===== src/dic_pkg.sv =====
// Shared types, widths and constants of the discomfort index classifier.
// Holds the comfort band and unit codes, the result record and the threshold tables.
// No dependencies.
`default_nettype none

package dic_pkg;

  localparam int NSTAGE = 12;

  localparam int TEMP_W = 10;
  localparam int HUM_W  = 7;
  localparam int DI_W   = 10;
  localparam int BAND_W = 3;
  localparam int TRED_W = 11;
  localparam int HRED_W = 9;
  localparam int HQ_W   = 7;

  localparam logic [HUM_W-1:0] HUM_MAX = 7'd100;

  // Reciprocals for division by 9, 125 and 5 (shifts of 16, 24 and 16).
  localparam int unsigned RECIP9   = 7282;
  localparam int unsigned RECIP125 = 134217;
  localparam int unsigned RECIP5   = 13108;

  typedef enum logic [BAND_W-1:0] {
    BAND_NONE       = 3'd0,
    BAND_UNDER_HALF = 3'd1,
    BAND_OVER_HALF  = 3'd2,
    BAND_MOST       = 3'd3,
    BAND_ALL        = 3'd4,
    BAND_EMERGENCY  = 3'd5
  } band_t;

  typedef enum logic {
    UNIT_CELSIUS    = 1'b0,
    UNIT_FAHRENHEIT = 1'b1
  } unit_t;

  typedef struct packed {
    logic signed [10:0] di;
    band_t              band;
    logic               rv;
    logic signed [10:0] tred;
    logic [HUM_W-1:0]   rh;
  } dic_res_t;

  // Whole-degree temperature at which the index reaches 21 for a given humidity.
  function automatic logic [4:0] t21_of(logic [HUM_W-1:0] rh);
    logic [4:0] r;
    if (rh <= 7'd5) begin
      r = 5'd28;
    end else if (rh <= 7'd12) begin
      r = 5'd27;
    end else if (rh <= 7'd20) begin
      r = 5'd26;
    end else if (rh <= 7'd30) begin
      r = 5'd25;
    end else if (rh <= 7'd42) begin
      r = 5'd24;
    end else if (rh <= 7'd57) begin
      r = 5'd23;
    end else if (rh <= 7'd75) begin
      r = 5'd22;
    end else begin
      r = 5'd21;
    end
    return r;
  endfunction

  function automatic band_t band_of(logic signed [10:0] di);
    band_t b;
    if (di <= 11'sd21) begin
      b = BAND_NONE;
    end else if (di < 11'sd24) begin
      b = BAND_UNDER_HALF;
    end else if (di < 11'sd27) begin
      b = BAND_OVER_HALF;
    end else if (di < 11'sd29) begin
      b = BAND_MOST;
    end else if (di < 11'sd32) begin
      b = BAND_ALL;
    end else begin
      b = BAND_EMERGENCY;
    end
    return b;
  endfunction

endpackage

`default_nettype wire


===== src/dic_if.sv =====
// Valid/ready channel interfaces for requests and results.
// Depends on dic_pkg for the field widths.
`default_nettype none

interface dic_in_if;
  logic                                valid;
  logic                                ready;
  logic signed [dic_pkg::TEMP_W-1:0]   temperature;
  logic        [dic_pkg::HUM_W-1:0]    humidity;

  modport source (output valid, output temperature, output humidity, input ready);
  modport sink (input valid, input temperature, input humidity, output ready);
endinterface

interface dic_out_if;
  logic                                valid;
  logic                                ready;
  logic signed [dic_pkg::DI_W-1:0]     discomfort_index;
  logic        [dic_pkg::BAND_W-1:0]   comfort_band;
  logic                                reduce_valid;
  logic signed [dic_pkg::TRED_W-1:0]   temperature_reduction;
  logic signed [dic_pkg::HRED_W-1:0]   humidity_reduction;

  modport source (output valid, output discomfort_index, output comfort_band,
                  output reduce_valid, output temperature_reduction,
                  output humidity_reduction, input ready);
  modport sink (input valid, input discomfort_index, input comfort_band,
                input reduce_valid, input temperature_reduction,
                input humidity_reduction, output ready);
endinterface

`default_nettype wire


===== src/dic_pipe_ctrl.sv =====
// Valid bits and per-stage load enables of the request pipeline.
// Depends on dic_pkg for the stage count.
`default_nettype none

module dic_pipe_ctrl (
  input  wire logic                        clk,
  input  wire logic                        rst_n,
  input  wire logic                        in_valid,
  input  wire logic                        out_ready,
  output logic [dic_pkg::NSTAGE-1:0]       en,
  output logic                             in_ready,
  output logic                             out_valid
);

  localparam int NS = dic_pkg::NSTAGE;

  logic [NS-1:0] v_r;
  logic [NS-1:0] v_nxt;

  // A stage loads when it or some stage after it is empty, or the result is taken.
  for (genvar g = 0; g < NS; g++) begin : g_en
    localparam logic [NS-1:0] LOW = {NS{1'b1}} >> (NS - g);
    assign en[g] = out_ready | ~(&(v_r | LOW));
  end

  always_comb begin
    v_nxt[0] = en[0] ? in_valid : v_r[0];
    for (int i = 1; i < NS; i++) begin
      v_nxt[i] = en[i] ? v_r[i-1] : v_r[i];
    end
  end

  always_ff @(posedge clk) begin
    if (!rst_n) begin
      v_r <= '0;
    end else begin
      v_r <= v_nxt;
    end
  end

  assign in_ready  = en[0];
  assign out_valid = v_r[NS-1];

endmodule

`default_nettype wire


===== src/dic_tconv.sv =====
// Stages one and two: humidity clamp and Fahrenheit to Celsius conversion.
// Depends on dic_pkg for widths, unit codes and the reciprocal of nine.
`default_nettype none

module dic_tconv (
  input  wire logic                              clk,
  input  wire logic [dic_pkg::NSTAGE-1:0]        en,
  input  wire dic_pkg::unit_t                    unit_mode,
  input  wire logic signed [dic_pkg::TEMP_W-1:0] temperature,
  input  wire logic [dic_pkg::HUM_W-1:0]         humidity,
  output logic signed [dic_pkg::TEMP_W-1:0]      t_o,
  output logic [dic_pkg::HUM_W-1:0]              rh_o
);

  logic signed [10:0] diff;
  logic signed [12:0] dx;
  logic signed [12:0] f5;
  logic signed [12:0] f5n;
  logic [11:0]        fmag_nxt;

  logic signed [9:0]  s1_traw_r;
  logic [6:0]         s1_rh_r;
  logic               s1_fneg_r;
  logic [11:0]        s1_fmag_r;

  logic [24:0]        fp;
  logic signed [9:0]  fq;
  logic signed [9:0]  tf;
  logic signed [9:0]  t_nxt;

  logic signed [9:0]  s2_t_r;
  logic [6:0]         s2_rh_r;

  assign diff     = $signed({temperature[9], temperature}) - 11'sd32;
  assign dx       = {{2{diff[10]}}, diff};
  assign f5       = (dx <<< 2) + dx;
  assign f5n      = -f5;
  assign fmag_nxt = f5[12] ? f5n[11:0] : f5[11:0];

  always_ff @(posedge clk) begin
    if (en[0]) begin
      s1_traw_r <= temperature;
      s1_rh_r   <= (humidity > dic_pkg::HUM_MAX) ? dic_pkg::HUM_MAX : humidity;
      s1_fneg_r <= f5[12];
      s1_fmag_r <= fmag_nxt;
    end
  end

  assign fp    = 25'(s1_fmag_r) * 25'(dic_pkg::RECIP9);
  assign fq    = $signed({1'b0, fp[24:16]});
  assign tf    = s1_fneg_r ? -fq : fq;
  assign t_nxt = (unit_mode == dic_pkg::UNIT_FAHRENHEIT) ? tf : s1_traw_r;

  always_ff @(posedge clk) begin
    if (en[1]) begin
      s2_t_r  <= t_nxt;
      s2_rh_r <= s1_rh_r;
    end
  end

  assign t_o  = s2_t_r;
  assign rh_o = s2_rh_r;

endmodule

`default_nettype wire


===== src/dic_index.sv =====
// Stages three to eleven: discomfort index, band and temperature reduction.
// Also forms the humidity quotient operands. Depends on dic_pkg.
`default_nettype none

module dic_index (
  input  wire logic                              clk,
  input  wire logic [dic_pkg::NSTAGE-1:0]        en,
  input  wire dic_pkg::unit_t                    unit_mode,
  input  wire logic signed [dic_pkg::TEMP_W-1:0] t_i,
  input  wire logic [dic_pkg::HUM_W-1:0]         rh_i,
  output logic signed [20:0]                     div_n,
  output logic signed [14:0]                     div_d,
  output dic_pkg::dic_res_t                      res_o
);

  // Stage 3
  logic signed [11:0] d;
  logic [6:0]         h;
  logic signed [19:0] prod_full;
  logic signed [21:0] n_full;
  logic signed [15:0] ddx;
  logic signed [15:0] dd;
  logic signed [9:0]  s3_t_r;
  logic [6:0]         s3_rh_r;
  logic signed [17:0] s3_prod_r;
  logic signed [20:0] s3_n_r;
  logic signed [14:0] s3_d_r;
  logic [4:0]         s3_t21_r;

  // Stage 4
  logic signed [22:0] tx23;
  logic signed [22:0] px23;
  logic signed [22:0] num;
  logic signed [22:0] s4_num_r;
  logic signed [9:0]  s4_t_r;
  logic [6:0]         s4_rh_r;
  logic [4:0]         s4_t21_r;

  // Stage 5
  logic signed [22:0] numn;
  logic [21:0]        s5_mag_r;
  logic               s5_neg_r;
  logic signed [9:0]  s5_t_r;
  logic [6:0]         s5_rh_r;
  logic [4:0]         s5_t21_r;

  // Stage 6
  logic [16:0]        y;
  logic [34:0]        yp;
  logic [16:0]        s6_y_r;
  logic [10:0]        s6_q0_r;
  logic               s6_neg_r;
  logic signed [9:0]  s6_t_r;
  logic [6:0]         s6_rh_r;
  logic [4:0]         s6_t21_r;

  // Stage 7
  logic [17:0]        r;
  logic [10:0]        q;
  logic signed [10:0] qs;
  logic signed [10:0] s7_di_r;
  logic signed [9:0]  s7_t_r;
  logic [6:0]         s7_rh_r;
  logic [4:0]         s7_t21_r;

  // Stages 8 to 11
  dic_pkg::dic_res_t  res8_nxt;
  dic_pkg::dic_res_t  s8_res_r;
  logic signed [13:0] tx14;
  logic signed [13:0] m9;
  dic_pkg::dic_res_t  s9_res_r;
  logic signed [13:0] s9_m9_r;
  logic signed [13:0] m9n;
  dic_pkg::dic_res_t  s10_res_r;
  logic [12:0]        s10_mag_r;
  logic               s10_neg_r;
  logic [26:0]        mp;
  logic signed [10:0] mq;
  logic signed [10:0] tf;
  dic_pkg::dic_res_t  res11_nxt;
  dic_pkg::dic_res_t  s11_res_r;

  assign d         = $signed({t_i[9], t_i, 1'b0}) - 12'sd29;
  assign h         = dic_pkg::HUM_MAX - rh_i;
  assign prod_full = $signed({{8{d[11]}}, d}) * $signed({13'b0, h});
  assign n_full    = 22'sd52100 - $signed({{12{t_i[9]}}, t_i}) * 22'sd1800;
  assign ddx       = {{4{d[11]}}, d};
  assign dd        = (ddx <<< 3) + (ddx <<< 1) + ddx;

  always_ff @(posedge clk) begin
    if (en[2]) begin
      s3_t_r    <= t_i;
      s3_rh_r   <= rh_i;
      s3_prod_r <= prod_full[17:0];
      s3_n_r    <= n_full[20:0];
      s3_d_r    <= dd[14:0];
      s3_t21_r  <= dic_pkg::t21_of(rh_i);
    end
  end

  assign div_n = s3_n_r;
  assign div_d = s3_d_r;

  assign tx23 = {{13{s3_t_r[9]}}, s3_t_r};
  assign px23 = {{5{s3_prod_r[17]}}, s3_prod_r};
  assign num  = tx23 * 23'sd4000 - px23 * 23'sd11;

  always_ff @(posedge clk) begin
    if (en[3]) begin
      s4_num_r <= num;
      s4_t_r   <= s3_t_r;
      s4_rh_r  <= s3_rh_r;
      s4_t21_r <= s3_t21_r;
    end
  end

  assign numn = -s4_num_r;

  always_ff @(posedge clk) begin
    if (en[4]) begin
      s5_mag_r <= s4_num_r[22] ? numn[21:0] : s4_num_r[21:0];
      s5_neg_r <= s4_num_r[22];
      s5_t_r   <= s4_t_r;
      s5_rh_r  <= s4_rh_r;
      s5_t21_r <= s4_t21_r;
    end
  end

  // Division by 4000 is a shift by five and a division by 125.
  assign y  = s5_mag_r[21:5];
  assign yp = 35'(y) * 35'(dic_pkg::RECIP125);

  always_ff @(posedge clk) begin
    if (en[5]) begin
      s6_y_r   <= y;
      s6_q0_r  <= yp[34:24];
      s6_neg_r <= s5_neg_r;
      s6_t_r   <= s5_t_r;
      s6_rh_r  <= s5_rh_r;
      s6_t21_r <= s5_t21_r;
    end
  end

  // The reciprocal estimate is at most one low.
  assign r  = 18'(s6_y_r) - 18'(s6_q0_r) * 18'd125;
  assign q  = s6_q0_r + 11'(r >= 18'd125);
  assign qs = $signed(q);

  always_ff @(posedge clk) begin
    if (en[6]) begin
      s7_di_r  <= s6_neg_r ? -qs : qs;
      s7_t_r   <= s6_t_r;
      s7_rh_r  <= s6_rh_r;
      s7_t21_r <= s6_t21_r;
    end
  end

  always_comb begin
    res8_nxt.di   = s7_di_r;
    res8_nxt.band = dic_pkg::band_of(s7_di_r);
    res8_nxt.rv   = s7_di_r > 11'sd21;
    res8_nxt.tred = $signed({s7_t_r[9], s7_t_r}) - $signed({6'b0, s7_t21_r});
    res8_nxt.rh   = s7_rh_r;
  end

  always_ff @(posedge clk) begin
    if (en[7]) begin
      s8_res_r <= res8_nxt;
    end
  end

  assign tx14 = {{3{s8_res_r.tred[10]}}, s8_res_r.tred};
  assign m9   = (tx14 <<< 3) + tx14;

  always_ff @(posedge clk) begin
    if (en[8]) begin
      s9_res_r <= s8_res_r;
      s9_m9_r  <= m9;
    end
  end

  assign m9n = -s9_m9_r;

  always_ff @(posedge clk) begin
    if (en[9]) begin
      s10_res_r <= s9_res_r;
      s10_mag_r <= s9_m9_r[13] ? m9n[12:0] : s9_m9_r[12:0];
      s10_neg_r <= s9_m9_r[13];
    end
  end

  assign mp = 27'(s10_mag_r) * 27'(dic_pkg::RECIP5);
  assign mq = $signed({1'b0, mp[25:16]});
  assign tf = s10_neg_r ? -mq : mq;

  always_comb begin
    res11_nxt = s10_res_r;
    if (unit_mode == dic_pkg::UNIT_FAHRENHEIT) begin
      res11_nxt.tred = tf;
    end
  end

  always_ff @(posedge clk) begin
    if (en[10]) begin
      s11_res_r <= res11_nxt;
    end
  end

  assign res_o = s11_res_r;

endmodule

`default_nettype wire


===== src/dic_hdiv.sv =====
// Stages four to eleven: pipelined restoring divider for the humidity at index 21.
// One quotient bit per stage. Depends on dic_pkg for the quotient width.
`default_nettype none

module dic_hdiv (
  input  wire logic                       clk,
  input  wire logic [dic_pkg::NSTAGE-1:0] en,
  input  wire logic signed [20:0]         div_n,
  input  wire logic signed [14:0]         div_d,
  output logic [dic_pkg::HQ_W-1:0]        q_mag,
  output logic                            q_neg
);

  localparam int STEPS = dic_pkg::HQ_W;
  localparam int STG   = 4;

  logic signed [20:0]        nn;
  logic [19:0]               rem_r [STEPS];
  logic [13:0]               dm_r  [STEPS];
  logic                      neg_r [STEPS+1];
  logic [dic_pkg::HQ_W-1:0]  q_r   [1:STEPS];

  assign nn = -div_n;

  // The divisor is positive whenever the quotient is used.
  always_ff @(posedge clk) begin
    if (en[3]) begin
      rem_r[0] <= div_n[20] ? nn[19:0] : div_n[19:0];
      dm_r[0]  <= div_d[13:0];
      neg_r[0] <= div_n[20];
    end
  end

  for (genvar k = 0; k < STEPS; k++) begin : g_step
    localparam int B = STEPS - 1 - k;
    logic [20:0]              sub;
    logic [20:0]              trial;
    logic                     ge;
    logic [dic_pkg::HQ_W-1:0] q_in;
    logic [dic_pkg::HQ_W-1:0] q_nxt;

    assign sub   = 21'(dm_r[k]) << B;
    assign trial = {1'b0, rem_r[k]} - sub;
    assign ge    = ~trial[20];

    if (k == 0) begin : g_first
      assign q_in = '0;
    end else begin : g_next
      assign q_in = q_r[k];
    end

    always_comb begin
      q_nxt    = q_in;
      q_nxt[B] = ge;
    end

    always_ff @(posedge clk) begin
      if (en[STG + k]) begin
        q_r[k+1]   <= q_nxt;
        neg_r[k+1] <= neg_r[k];
      end
    end

    if (k < STEPS - 1) begin : g_fwd
      always_ff @(posedge clk) begin
        if (en[STG + k]) begin
          rem_r[k+1] <= ge ? trial[19:0] : rem_r[k];
          dm_r[k+1]  <= dm_r[k];
        end
      end
    end
  end

  assign q_mag = q_r[STEPS];
  assign q_neg = neg_r[STEPS];

endmodule

`default_nettype wire


===== src/discomfort_index_classifier.sv =====
// Top level of the discomfort index classifier: channels, unit register, output stage.
// Depends on dic_pkg, dic_if, dic_pipe_ctrl, dic_tconv, dic_index and dic_hdiv.
//
// The block takes one request per clock while no stall holds the input and returns one
// result per request, in order. The depth is set by the seven-stage restoring divider
// for the humidity reduction, which runs beside the index and temperature path and
// joins it in the output register. Each stage holds when it and the stages after it
// are full and the result is not taken, so bubbles close up and requests keep
// entering while a result waits, until every stage is full.
// cfg_wr_data selects Celsius (0) or Fahrenheit (1); change it only while idle.
`default_nettype none

module discomfort_index_classifier (
  input  wire logic  clk,
  input  wire logic  rst_n,
  dic_in_if.sink     in_chan,
  dic_out_if.source  out_chan,
  input  wire logic  cfg_wr_en,
  input  wire logic  cfg_wr_data
);

  logic [dic_pkg::NSTAGE-1:0]      en;
  logic                            out_valid;
  dic_pkg::unit_t                  unit_mode_r;
  logic signed [dic_pkg::TEMP_W-1:0] t2;
  logic [dic_pkg::HUM_W-1:0]       rh2;
  logic signed [20:0]              div_n;
  logic signed [14:0]              div_d;
  dic_pkg::dic_res_t               res;
  logic [dic_pkg::HQ_W-1:0]        h_mag;
  logic                            h_neg;
  logic [8:0]                      rh9;
  logic [8:0]                      hm9;
  logic [8:0]                      hred;

  logic signed [dic_pkg::DI_W-1:0]   di_r;
  dic_pkg::band_t                    band_r;
  logic                              rv_r;
  logic signed [dic_pkg::TRED_W-1:0] tred_r;
  logic signed [dic_pkg::HRED_W-1:0] hred_r;

  always_ff @(posedge clk) begin
    if (!rst_n) begin
      unit_mode_r <= dic_pkg::UNIT_CELSIUS;
    end else if (cfg_wr_en) begin
      unit_mode_r <= dic_pkg::unit_t'(cfg_wr_data);
    end
  end

  dic_pipe_ctrl u_ctrl (
    .clk       (clk),
    .rst_n     (rst_n),
    .in_valid  (in_chan.valid),
    .out_ready (out_chan.ready),
    .en        (en),
    .in_ready  (in_chan.ready),
    .out_valid (out_valid)
  );

  dic_tconv u_tconv (
    .clk         (clk),
    .en          (en),
    .unit_mode   (unit_mode_r),
    .temperature (in_chan.temperature),
    .humidity    (in_chan.humidity),
    .t_o         (t2),
    .rh_o        (rh2)
  );

  dic_index u_index (
    .clk       (clk),
    .en        (en),
    .unit_mode (unit_mode_r),
    .t_i       (t2),
    .rh_i      (rh2),
    .div_n     (div_n),
    .div_d     (div_d),
    .res_o     (res)
  );

  dic_hdiv u_hdiv (
    .clk   (clk),
    .en    (en),
    .div_n (div_n),
    .div_d (div_d),
    .q_mag (h_mag),
    .q_neg (h_neg)
  );

  assign rh9  = {2'b0, res.rh};
  assign hm9  = {2'b0, h_mag};
  assign hred = h_neg ? rh9 + hm9 : rh9 - hm9;

  always_ff @(posedge clk) begin
    if (en[dic_pkg::NSTAGE-1]) begin
      di_r   <= res.di[dic_pkg::DI_W-1:0];
      band_r <= res.band;
      rv_r   <= res.rv;
      tred_r <= res.rv ? res.tred : '0;
      hred_r <= res.rv ? $signed(hred) : '0;
    end
  end

  assign out_chan.valid                 = out_valid;
  assign out_chan.discomfort_index      = di_r;
  assign out_chan.comfort_band          = band_r;
  assign out_chan.reduce_valid          = rv_r;
  assign out_chan.temperature_reduction = tred_r;
  assign out_chan.humidity_reduction    = hred_r;

endmodule

`default_nettype wire


===== src/flat_wrapper.sv =====
// flat-port wrapper written by rule: the top's interface ports become plain ports
module discomfort_index_classifier_flat 
  (clk, rst_n, cfg_wr_en, cfg_wr_data, in_chan_valid, in_chan_temperature, in_chan_humidity, in_chan_ready, out_chan_valid, out_chan_discomfort_index, out_chan_comfort_band, out_chan_reduce_valid, out_chan_temperature_reduction, out_chan_humidity_reduction, out_chan_ready);
  dic_in_if in_chan_i ();
  dic_out_if out_chan_i ();
  input  wire logic clk;
  input  wire logic rst_n;
  input  wire logic cfg_wr_en;
  input  wire logic cfg_wr_data;
  input wire logic [$bits(in_chan_i.valid)-1:0] in_chan_valid;
  input wire logic [$bits(in_chan_i.temperature)-1:0] in_chan_temperature;
  input wire logic [$bits(in_chan_i.humidity)-1:0] in_chan_humidity;
  output wire logic [$bits(in_chan_i.ready)-1:0] in_chan_ready;
  output wire logic [$bits(out_chan_i.valid)-1:0] out_chan_valid;
  output wire logic [$bits(out_chan_i.discomfort_index)-1:0] out_chan_discomfort_index;
  output wire logic [$bits(out_chan_i.comfort_band)-1:0] out_chan_comfort_band;
  output wire logic [$bits(out_chan_i.reduce_valid)-1:0] out_chan_reduce_valid;
  output wire logic [$bits(out_chan_i.temperature_reduction)-1:0] out_chan_temperature_reduction;
  output wire logic [$bits(out_chan_i.humidity_reduction)-1:0] out_chan_humidity_reduction;
  input wire logic [$bits(out_chan_i.ready)-1:0] out_chan_ready;
  assign in_chan_i.valid = in_chan_valid;
  assign in_chan_i.temperature = in_chan_temperature;
  assign in_chan_i.humidity = in_chan_humidity;
  assign in_chan_ready = in_chan_i.ready;
  assign out_chan_valid = out_chan_i.valid;
  assign out_chan_discomfort_index = out_chan_i.discomfort_index;
  assign out_chan_comfort_band = out_chan_i.comfort_band;
  assign out_chan_reduce_valid = out_chan_i.reduce_valid;
  assign out_chan_temperature_reduction = out_chan_i.temperature_reduction;
  assign out_chan_humidity_reduction = out_chan_i.humidity_reduction;
  assign out_chan_i.ready = out_chan_ready;
  discomfort_index_classifier u_core (.clk(clk), .rst_n(rst_n), .in_chan(in_chan_i), .out_chan(out_chan_i), .cfg_wr_en(cfg_wr_en), .cfg_wr_data(cfg_wr_data));
endmodule

===== config.mk =====
export PLATFORM = sky130hd
export DESIGN_NAME = discomfort_index_classifier_flat
export DESIGN_NICKNAME = d
export VERILOG_FILES = /design/src/dic_pkg.sv /design/src/dic_if.sv /design/src/dic_pipe_ctrl.sv /design/src/dic_tconv.sv /design/src/dic_index.sv /design/src/dic_hdiv.sv /design/src/discomfort_index_classifier.sv /design/src/flat_wrapper.sv
export SDC_FILE = /design/constraint.sdc
export NUM_CORES = 2
export LEC_CHECK = 0
export BUFFER_PORTS_ARGS = -buffer_cell sky130_fd_sc_hd__buf_2
export CORE_ASPECT_RATIO = 0.8
export CORE_MARGIN = 8
export CORE_UTILIZATION = 36
export DETAILED_ROUTE_END_ITERATION = 6
export PLACE_DENSITY = 0.6
export SLEW_MARGIN = 10
export SYNTH_ARGS = -nofsm -noshare
export SYNTH_HDL_FRONTEND = slang
export SYNTH_SLANG_ARGS = --single-unit
export TNS_END_PERCENT = 10

===== constraint.sdc =====
create_clock -name clk -period 5.9 [get_ports clk]
set_clock_uncertainty 0.15 [all_clocks]
set_input_delay 0.295 -clock clk [delete_from_list [all_inputs] [get_ports clk]]
set_output_delay 0.295 -clock clk [all_outputs]
set_load 0.005 [all_outputs]

==> results.sh <==
export IMPL_setup_violations=7
export IMPL_async_flop_share_pct=0
export IMPL_yosysTopAreaCell="edfxtp_1"
export IMPL_status="complete, but fails checks"
export IMPL_fill_cells=12906
export IMPL_post_route_cell_area_mm2=0.0584
export IMPL_synth_ff_type="edfxtp_1"
export IMPL_synth_seq_cells=720
export IMPL_tightestPinTransition_ns=1.06
export IMPL_cp_start_kind="register"
export IMPL_synth_seq_area_share_pct=42.9
export IMPL_hold_violations=0
export IMPL_drtAntennaViolNets=0
export IMPL_maxCapViolations=0
export IMPL_multi_input_area_mm2=0.0261
export IMPL_violations="negative setup slack"
export IMPL_numCtsBuffers=83
export IMPL_fin_crit_sh_pct=102
export IMPL_syn_to_final_growth_pct=16.4
export IMPL_synth_area_leaders="edfxtp_1 42%, ha_1 16%, fa_1 13%"
export IMPL_synth_cell_area_mm2=0.0502
export IMPL_grt_ovfl_total=0
export IMPL_clock_latency_ns=0.66
export IMPL_hold_path_class="reg2reg"
export IMPL_arrival_ns=6.24
export IMPL_first_pass_iters=5
export IMPL_hpwl_mm=73.6
export IMPL_portBuffers=58
export IMPL_min_period_ns=5.99
export IMPL_syn_num_nets=5207
export IMPL_die_x_um=433
export IMPL_required_ns=6.15
export IMPL_syn_inst=4195
export IMPL_setup_ws_ns=-0.0909
export IMPL_syn_area_per_cell_um2=12.0
export IMPL_num_rows=122
export IMPL_crit_path_max_fanout=4
export IMPL_grt_pass1_wl_mm=155
export IMPL_routedWlPerCell_um=14.3
export IMPL_yosys_cell_types_count=71
export IMPL_rsz0062_at_grt="true"
export IMPL_htree_num_levels=3
export IMPL_coreArea_mm2=0.138
export IMPL_crit_slowest_cell="fa_1"
export IMPL_synth_top_cells_by_count="802 x inv_1, 707 x edfxtp_1, 661 x ha_1, 328 x fa_1, 246 x xnor2_1"
export IMPL_cts_tree="yes"
export IMPL_fp_dieH_um=350
export IMPL_drc=0
export IMPL_clock_sinks=720
export IMPL_cts_clk_slew_worst_paths_ns=0.06
export IMPL_grt_max_degree=83
export IMPL_cpPeakStageDelay_ns=0.54
export IMPL_wl_mm=93.4
export IMPL_gp_congestion=0.861
export IMPL_drv_slew=0
export IMPL_io_pins=59
export IMPL_ys_warn_count=0
export IMPL_timing_fmax_mhz=167
export IMPL_antenna_found_initial=2
export IMPL_drt_vias_per_instance=4.59
export IMPL_criticalPathCategory="reg2reg"
export IMPL_root_buffer="clkbuf_16"
export IMPL_layout_area_seq_mm2=0.0215
export IMPL_first_global_vias=30240
export IMPL_dpl_cell_area_mm2=0.0546
export IMPL_initial_utilization_pct=36.3
export IMPL_drt_initial_drc_count=1272
export IMPL_yosysTopAreaCellShare_pct=42.3
export IMPL_clock_path_buffers=3
export IMPL_final_util_pct=42.2
export IMPL_maxSlewHeadroom_pct=29.6
export IMPL_worstSetupEndpointType="register"
export IMPL_track_usage_pct=12.3
export IMPL_synth_edf_count=707
export IMPL_dieArea_mm2=0.152
export IMPL_drive_above_1_share_pct=14.1
export IMPL_crit_top_cell="fa_1"
export IMPL_vias=29895
export IMPL_nets=5594
export IMPL_yosysMostFrequentCell="inv_1"
## cell families (layout without fill, tap and decap cells)
| family | Yosys count | in the layout | share of synthesized area (%) |
|---|---|---|---|
| compound gates | 562 | 562 | 7.29 |
| other cells | 0 | 1 | 0 |
| buf+inv | 844 | 1300 | 6.32 |
| flops | 720 | 720 | 42.9 |
| xor+xnor | 334 | 334 | 5.83 |
| fa+ha+maj | 989 | 989 | 29.6 |
| simple gates | 665 | 665 | 6.33 |
| mux | 81 | 81 | 1.80 |
## area by class of cell
cell class / instances / area share, %
multi-input combinational: 2631 / 44.6
sequential: 720 / 36.8
inverter: 802 / 5.16
timing repair buffer: 344 / 4.33
tap: 1860 / 3.99
clock buffer: 100 / 3.81
clock inverter: 54 / 1.27
antenna: 1 / 0.00429
## flip-flops by register name, summed over array words and instances (netlist names), 16 cells and up
name	count
u_core.u_index.s9_res_r	32
u_core.u_index.div_n	16
u_core.u_hdiv.dm_r	87
u_core.u_hdiv.q_r	28
u_core.u_hdiv.rem_r	122
u_core.u_index.res_o	32
u_core.u_index.s4_num_r	23
u_core.u_index.res11_nxt	21
u_core.u_index.s5_mag_r	18
u_core.u_index.s8_res_r	32
u_core.u_index.s3_prod_r	17
u_core.u_index.s6_y_r	17
## layout by cell type (no fill, tap or decap), drive strengths merged, types with 21 or more instances in the layout
cell	netlist	final
a21o	56	56
a21oi	167	167
and2	29	29
buf	4	321
clkbuf	38	100
clkinv	0	34
dlygate4sd3	0	23
edfxtp	707	707
fa	328	328
ha	661	661
inv	802	804
mux2	72	72
nand2	184	184
nand2b	33	33
nand3	42	42
nor2	188	188
nor2b	44	44
nor3	53	53
o21a	29	29
o21ai	103	103
o21bai	37	37
o31ai	21	21
xnor2	246	246
xor2	88	88
## per-stage QoR
step                instances  setup slack (ns)  hold WS, ns  setup TNS (ns)
floorplan                4195           -0.0314        0.244         -0.0423
global placement         6321            -0.260        0.251           -1.43
detailed placement       6321            -0.311        0.255           -2.20
CTS                      6506            -0.189        0.207          -0.665
global route             6511            -0.394        0.235           -3.70
finish                   6512           -0.0909        0.253          -0.238
## worst max-delay path, delay by kind of cell (launching register included)
family | cells | cell delay [ns]
XOR/XNOR | 2 | 0.18
buffers and inverters | 5 | 0.44
adder cells (fa/ha/maj) | 8 | 2.75
AO/OA/AOI/OAI | 2 | 0.32
AND/OR/NAND/NOR | 9 | 1.48
flip-flops | 1 | 0.41
## per-layer routing
layer / part of all wire (%) / wire, um / up-vias / GRT usage (%)
met5: 0 / 0 / - / 0
met4: 2.6 / 2430 / 0 / 3.35
met3: 3.7 / 3490 / 140 / 1.93
met2: 44 / 41200 / 385 / 19.8
met1: 50 / 46300 / 14308 / 17.4
li1: - / - / 15062 / -
## final timing paths
check | startpoint | end | slack, ns | cells past startpoint
worst max register to register | u_core.u_index.s6_q0_r[2] | u_core.u_index.s7_di_r[10] | -0.09 | 26
worst min register to register | u_core.u_index.s4_t_r[7] | u_core.u_index.s5_t_r[7] | 0.25 | 0
worst min-delay path | u_core.u_index.s4_t_r[7] | u_core.u_index.s5_t_r[7] | 0.25 | 0
worst max-delay path | u_core.u_index.s6_q0_r[2] | u_core.u_index.s7_di_r[10] | -0.09 | 26
## what timing repair did
action                                 CTS  global route
resized for setup                       26            85
setup endpoints to repair               17            34
hold buffers                            23             0
pin swaps                               12            60
endpoints found under the hold margin   32             0
buffers inserted                         8             7
Power is left out: the tool's default activity adds up to more than one toggle a clock period on the data nets, which glitch-free logic cannot reach.
